==> config.mk <==
export PLATFORM = sky130hd
export DESIGN_NAME = key_matrix_debouncer
export DESIGN_NICKNAME = d
export VERILOG_FILES = /design/src/rtl/kmd_pkg.sv /design/src/rtl/key_matrix_debouncer.sv
export SDC_FILE = /design/constraint.sdc
export NUM_CORES = 2
export LEC_CHECK = 0
export ABC_AREA = 1
export BUFFER_PORTS_ARGS = -buffer_cell sky130_fd_sc_hd__clkbuf_2
export CAP_MARGIN = 10
export CORE_AREA = 2 2 470 472
export CTS_CLUSTER_DIAMETER = 40
export DETAILED_ROUTE_END_ITERATION = 6
export DIE_AREA = 0 0 472 474
export PLACE_DENSITY = 0.43
export SYNTH_ARGS = -nofsm -noshare
export SYNTH_HDL_FRONTEND = slang
export SYNTH_SLANG_ARGS = --single-unit
==> constraint.sdc <==
create_clock -name clk_i -period 18.91 [get_ports clk_i]
set_input_delay 1.891 -clock clk_i [delete_from_list [all_inputs] [get_ports clk_i]]
set_output_delay 1.891 -clock clk_i [all_outputs]
set_load 0.05 [all_outputs]
==> src/rtl/kmd_pkg.sv <==
package kmd_pkg;

  localparam int unsigned RowsDefault = 8;
  localparam int unsigned ColsDefault = 16;

  localparam int unsigned RowW  = 3;
  localparam int unsigned ColW  = 16;
  localparam int unsigned CntW  = 8;
  localparam int unsigned ThrW  = 8;
  localparam int unsigned DataW = 32;
  localparam int unsigned AddrW = 3;

  localparam logic [ThrW-1:0] ThrReset = ThrW'(5);

  typedef enum logic [0:0] {
    RegThreshold = 1'b0,
    RegNone      = 1'b1
  } reg_idx_e;

  typedef logic [CntW-1:0] cnt_t;

endpackage

==> src/rtl/key_matrix_debouncer.sv <==
// channel  | valid       | ready       | payload
// ---------+-------------+-------------+---------------------------------------------
// in       | in_valid_i  | in_ready_o  | row_i, column_pressed_i
// out      | out_valid_o | out_ready_i | row_out_o, debounced_keys_o, pressed_edges_o,
//          |             |             | released_edges_o, any_down_o
// cfg      | psel/penable| pready      | paddr, pwdata, prdata
//
// Row memory read, then update and write-back. One row a cycle unless output stalls.
// Same-row back-to-back transactions forward the write-back data.
// Reset clears row valid bits, so unwritten rows read as zero; no clearing pass.
// A stalled output holds the update stage; input stalls only when both are full.
module key_matrix_debouncer
  import kmd_pkg::*;
#(
  parameter int unsigned ROWS = RowsDefault,
  parameter int unsigned COLS = ColsDefault
) (
  input  logic              clk_i,
  input  logic              rst_ni,

  input  logic              in_valid_i,
  output logic              in_ready_o,
  input  logic [RowW-1:0]   row_i,
  input  logic [ColW-1:0]   column_pressed_i,

  output logic              out_valid_o,
  input  logic              out_ready_i,
  output logic [RowW-1:0]   row_out_o,
  output logic [ColW-1:0]   debounced_keys_o,
  output logic [ColW-1:0]   pressed_edges_o,
  output logic [ColW-1:0]   released_edges_o,
  output logic              any_down_o,

  input  logic              psel,
  input  logic              penable,
  input  logic              pwrite,
  input  logic [AddrW-1:0]  paddr,
  input  logic [DataW-1:0]  pwdata,
  output logic [DataW-1:0]  prdata,
  output logic              pready
);

  localparam int unsigned NRow = (ROWS < (2 ** RowW)) ? ROWS : (2 ** RowW);
  localparam int unsigned NCol = (COLS < ColW) ? COLS : ColW;
  localparam int unsigned RiW  = (NRow > 1) ? $clog2(NRow) : 1;
  localparam int unsigned EntW = NCol * (1 + CntW);

  logic [EntW-1:0] mem [NRow];

  logic [ThrW-1:0] thr_q;
  logic [NRow-1:0] rvld_q;
  logic [NRow-1:0] hkd_q, hkd_d;

  logic            s1_vld_q;
  logic [RowW-1:0] s1_row_q;
  logic [NCol-1:0] s1_raw_q;
  logic            s1_inr_q;
  logic [EntW-1:0] rd_q;
  logic            rv_q;
  logic            fwd_q;
  logic [EntW-1:0] fwd_data_q;

  logic            out_vld_q;
  logic [RowW-1:0] row_out_q;
  logic [ColW-1:0] keys_q, pe_q, re_q;
  logic            any_q;

  logic            in_acc, in_inr, s1_adv, s1_wr;
  logic [RiW-1:0]  in_idx, s1_idx;
  logic [EntW-1:0] cur, nxt;
  logic [NCol-1:0] prev, after;
  logic [ColW-1:0] keys_d, pe_d, re_d;
  logic            cfg_wr;

  // config
  assign pready = 1'b1;
  assign cfg_wr = psel && penable && pwrite && pready
                  && (reg_idx_e'(paddr[AddrW-1]) == RegThreshold);

  always_comb begin
    prdata = '0;
    if (reg_idx_e'(paddr[AddrW-1]) == RegThreshold) begin
      prdata[ThrW-1:0] = thr_q;
    end
  end

  always_ff @(posedge clk_i or negedge rst_ni) begin
    if (!rst_ni) begin
      thr_q <= ThrReset;
    end else if (cfg_wr) begin
      thr_q <= pwdata[ThrW-1:0];
    end
  end

  // handshake
  assign s1_adv     = s1_vld_q && (!out_vld_q || out_ready_i);
  assign in_ready_o = !s1_vld_q || s1_adv;
  assign in_acc     = in_valid_i && in_ready_o;
  assign in_inr     = (int'(row_i) < int'(NRow));
  assign in_idx     = row_i[RiW-1:0];
  assign s1_idx     = s1_row_q[RiW-1:0];
  assign s1_wr      = s1_adv && s1_inr_q;

  // update stage
  always_comb begin
    cnt_t c_old, c_inc;
    cur    = fwd_q ? fwd_data_q : (rv_q ? rd_q : '0);
    prev   = cur[NCol-1:0];
    after  = prev;
    nxt    = cur;
    for (int c = 0; c < int'(NCol); c++) begin
      c_old = cur[NCol + c*CntW +: CntW];
      c_inc = (c_old == '1) ? c_old : c_old + cnt_t'(1);
      if (s1_raw_q[c] == prev[c]) begin
        nxt[NCol + c*CntW +: CntW] = '0;
      end else if (c_inc >= thr_q) begin
        after[c] = ~prev[c];
        nxt[NCol + c*CntW +: CntW] = '0;
      end else begin
        nxt[NCol + c*CntW +: CntW] = c_inc;
      end
    end
    nxt[NCol-1:0] = after;

    keys_d = '0;
    pe_d   = '0;
    re_d   = '0;
    hkd_d  = hkd_q;
    if (s1_inr_q) begin
      keys_d[NCol-1:0] = after;
      pe_d[NCol-1:0]   = after & ~prev;
      re_d[NCol-1:0]   = prev & ~after;
      hkd_d[s1_idx]    = |after;
    end
  end

  // row memory: registered read, write-back from update stage
  always_ff @(posedge clk_i) begin
    if (in_acc && in_inr) begin
      rd_q <= mem[in_idx];
    end
    if (s1_wr) begin
      mem[s1_idx] <= nxt;
    end
  end

  always_ff @(posedge clk_i or negedge rst_ni) begin
    if (!rst_ni) begin
      s1_vld_q <= 1'b0;
      rvld_q   <= '0;
      hkd_q    <= '0;
      rv_q     <= 1'b0;
      fwd_q    <= 1'b0;
    end else begin
      if (in_acc) begin
        s1_vld_q <= 1'b1;
        rv_q     <= in_inr && rvld_q[in_idx];
        fwd_q    <= in_inr && s1_wr && (s1_idx == in_idx);
      end else if (s1_adv) begin
        s1_vld_q <= 1'b0;
      end
      if (s1_wr) begin
        rvld_q[s1_idx] <= 1'b1;
      end
      if (s1_adv) begin
        hkd_q <= hkd_d;
      end
    end
  end

  always_ff @(posedge clk_i) begin
    if (in_acc) begin
      s1_row_q <= row_i;
      s1_raw_q <= column_pressed_i[NCol-1:0];
      s1_inr_q <= in_inr;
      fwd_data_q <= nxt;
    end
  end

  // output register
  always_ff @(posedge clk_i or negedge rst_ni) begin
    if (!rst_ni) begin
      out_vld_q <= 1'b0;
    end else if (s1_adv) begin
      out_vld_q <= 1'b1;
    end else if (out_ready_i) begin
      out_vld_q <= 1'b0;
    end
  end

  always_ff @(posedge clk_i) begin
    if (s1_adv) begin
      row_out_q <= s1_row_q;
      keys_q    <= keys_d;
      pe_q      <= pe_d;
      re_q      <= re_d;
      any_q     <= |hkd_d;
    end
  end

  assign out_valid_o      = out_vld_q;
  assign row_out_o        = row_out_q;
  assign debounced_keys_o = keys_q;
  assign pressed_edges_o  = pe_q;
  assign released_edges_o = re_q;
  assign any_down_o       = any_q;

`ifndef SYNTH
  a_fwd_src: assert property (@(posedge clk_i) disable iff (!rst_ni)
    ($past(in_acc) && fwd_q) |-> $past(s1_wr))
    else $error("forward flagged without write-back");

  a_new_result: assert property (@(posedge clk_i) disable iff (!rst_ni)
    $rose(out_vld_q) |-> $past(s1_vld_q))
    else $error("result without transaction in update stage");

  a_any_down: assert property (@(posedge clk_i) disable iff (!rst_ni)
    (out_vld_q && (keys_q != '0)) |-> any_q)
    else $error("key down but any_down clear");

  a_edges: assert property (@(posedge clk_i) disable iff (!rst_ni)
    out_vld_q |-> (((pe_q & re_q) == '0) && ((pe_q & ~keys_q) == '0)
                   && ((re_q & keys_q) == '0)))
    else $error("edge bits inconsistent with debounced state");
`endif

endmodule

==> flow_metrics.tcl <==
set metrics [dict create \
    rsz0062_at_grt "false" \
    syn_inst 5511 \
    seq_area_frac_synth_pct 70.5 \
    pwr-share-comb_pct 12.7 \
    placed_area_sq_um 68900 \
    io_pins 148 \
    core_sq_um 219000 \
    synthFlopType "edfxtp_1" \
    synth_area_sq_um 65300 \
    clk_pin_slew_ps 50 \
    timing.rr.end "hkd_q[7]" \
    min_path_type "reg -> reg" \
    slowest_delay_ps 710 \
    crit_path_frequent_cell "nand2_1" \
    grt_pass1_wl_mm 269 \
    p_per_area_nw_per_um2 134 \
    synth_cell_types 47 \
    worstReg2RegStart "fwd_q" \
    cts.sinks 1539 \
    finalSetupViolations 0 \
    ant_nets 0 \
    worstPathCellList "nor2_4, buf_4, buf_4, a22oi_1, inv_1, ha_1, inv_1, nor3_2, nand3_2, nand3_1, xor2_1, inv_1, ha_1, a21oi_1, o21a_1, nand2_1, nand2_1, nand2_1, nor2_1, nand2_1, nor2_1, nand2_1, nand2_1, nand2_1" \
    antenna_found_initial 9 \
    syn_area_per_cell_sq_um 11.9 \
    p_int_mw 7.69 \
    ys.warnings.count 0 \
    slew_violations 0 \
    cts_tree "done" \
    power_leakage_nw 28.7 \
    post_cts_buffers 0 \
    switchingPower_mw 2.79 \
    h-tree-depth 5 \
    numPortBuffers 96 \
    required_ps 19640 \
    row_count 172 \
    die_area_sq_um 224000 \
    r2r.worst_path.cells 24 \
    startpoint_type "flop" \
    irDropWorstVdd_uv 96.5 \
    fin_worst_skew_ps 56.2 \
    startpoint "fwd_q" \
    postCtsHoldBufs 0 \
    drv_cap 0 \
    cts_buffers 282 \
    endpoint "hkd_q[7]" \
    dp_hpwl_mm 90.7 \
    post_cts_resized 0 \
    maxSlewHeadroom_pct 23.4 \
    cts_buffer_depth 4 \
    crit_slowest_cell "dfrtp_4" \
    wl_per_cell_microns 20.4 \
    async_flop_share_pct 1.82 \
    layout_min_cycle_time_ps 5700 \
    status "finished, final reports clean" \
    drive_gt1_share_pct 11.7 \
    tightest_slew_ps 1150 \
    nets 5912 \
    max_freq_mhz 175 \
    utilization_pct 35.7 \
    synthToLayoutAreaGrowth_pct 19.6 \
    start_util_pct 29.9 \
    dr.first_iter.drc_count 2829 \
    worst-path-max-fanout 35 \
    hold_violations 0 \
    dr.pass1.iters 5 \
    die_w_microns 472 \
    p_seq_share_pct 40.4 \
    synth_edf_count 1511 \
    reg2reg_setup_slack_ps 13210 \
    vias 42000 \
    finalWirelength_mm 180 \
    grt_pass1_vias 41300 \
    route.detailed.drc 0 \
    place_congestion 0.750 \
    worstSetupEndpointType "flop" \
    grt_usage_pct 15.9 \
    worstSkewPairLatency_ps 900 \
    design_area_sq_um 78100 \
    worstPathArrival_ps 6440 \
    synth-seq-cells 1539 \
    finalCritPeriodShare_pct 30.2 \
    via_per_inst 4.78 \
    fin_tns_setup_ps 0 \
    grt.overflow.total 0 \
    swShare_pct 26.7 \
    path_class "reg -> reg" \
    grt_max_degree 140 \
    dieHeight_microns 474 \
    p_clk_share_pct 46.9 \
    cts-root-buf "clkbuf_16" \
]
-- cell type report --
| type | count | area [sq um] |
|---|---|---|
| Fill cell | 21300 | 141000 |
| Sequential cell | 1539 | 46100 |
| Multi-Input combinational cell | 3389 | 16900 |
| Clock buffer | 313 | 7350 |
| Tap cell | 2871 | 3590 |
| Clock inverter | 176 | 1830 |
| Inverter | 323 | 1240 |
| Timing Repair Buffer | 172 | 1160 |
| Antenna cell | 1 | 2.50 |
-- cells in the mapped netlist (all sizes together), types with 16 or more instances --
cell type,n,area [sq um]
nor3,24,145
inv,323,1210
edfxtp,1511,45400
dfrtp,26,651
a22oi,76,591
o21bai,17,128
nand4,20,125
nand2,600,2280
o21ai,639,3210
buf,86,571
clkbuf,197,739
a21oi,94,470
xor2,39,349
nand3,66,340
o21a,16,120
a31oi,145,907
a22o,20,176
nor2,1285,4900
o22ai,146,913
ha,144,1800
-- cell families after synthesis --
group | Yosys count | synth area share [%]
buffers and inverters | 606 | 3.86
xor gates and xnor gates | 54 | 0.747
DFF | 1539 | 70.5
other | 2 | 0.0115
and+or+nand+nor | 2008 | 12.1
adders and majority gates | 144 | 2.76
AOI/OAI and AO/OA | 1158 | 10.0
-- per-layer routing --
layer  part of all wire, %  GRT usage [%]  vias up  wire [microns]
met1                    47           21.9    20800           84600
met5                     0              0        -               0
met4                   2.6           4.99        0            4720
met2                    46           25.8      856           82900
met3                   4.1           2.51      320            7380
li1                      -              -    20000               -
-- worst min-delay path by stage --
stage	startpoint	to	slack, ps	cells after the start
final	rvld_q[2]	rvld_q[2]	450	2
after global routing	rvld_q[2]	rvld_q[2]	460	2
after CTS	rvld_q[2]	rvld_q[2]	450	2
after detailed placement	rvld_q[2]	rvld_q[2]	440	2
after global placement	rvld_q[5]	rvld_q[5]	440	2
after floorplan	rvld_q[2]	rvld_q[2]	420	2
-- layout by cell type, fill, tap and decap left out, types with 72 or more instances in the layout --
cell type	netlist	final
a21oi_1	94	94
a22oi_1	72	72
a31oi_1	145	145
clkbuf_16	0	289
clkbuf_2	0	94
edfxtp_1	1511	1511
ha_1	144	144
inv_1	312	301
nand2_1	587	587
nor2_1	1262	1254
o21ai_0	613	613
o22ai_1	146	146
-- worst max-delay path, delay by kind of cell, from the launching register on --
kind | cells | cell delay, ps
AO/OA/AOI/OAI | 3 | 520
XOR/XNOR | 1 | 220
adder cells (fa/ha/maj) | 2 | 480
buffers and inverters | 5 | 1200
flip-flops | 1 | 710
AND/OR/NAND/NOR | 13 | 2340
-- flip-flops by register name (all words and copies together), names as in the netlist --
signal            count
hkd_q                 8
thr_q                 8
s1_vld_q              1
fwd_data_q          144
rv_q                  1
released_edges_o     16
any_down_o            1
out_valid_o           1
fwd_q                 1
pressed_edges_o      16
mem                1152
rvld_q                8
row_out_o             3
rd_q                144
debounced_keys_o     16
s1_idx                3
s1_raw_q             16
-- power by group through the flow --
stage,Combinational (mW),Clock (mW),Sequential (mW)
floorplan,0.806,0,4.38
global placement,1.35,0,4.30
detailed placement,1.36,0,4.30
CTS,1.37,5.02,4.24
global route,1.51,5.17,4.25
finish,1.33,4.91,4.23
-- metrics by stage --
step                      setup WS, ps  total power, mW  std cells  hold slack [ps]
after global routing             12700             10.9       8783              464
after floorplan                   9740             5.18       5534              423
after detailed placement         12440             5.66       8294              441
final                            13210             10.5       8784              449
after global placement           12460             5.64       8294              436
after CTS                        13080             10.6       8783              451
Power figures use the tool's default switching activity.
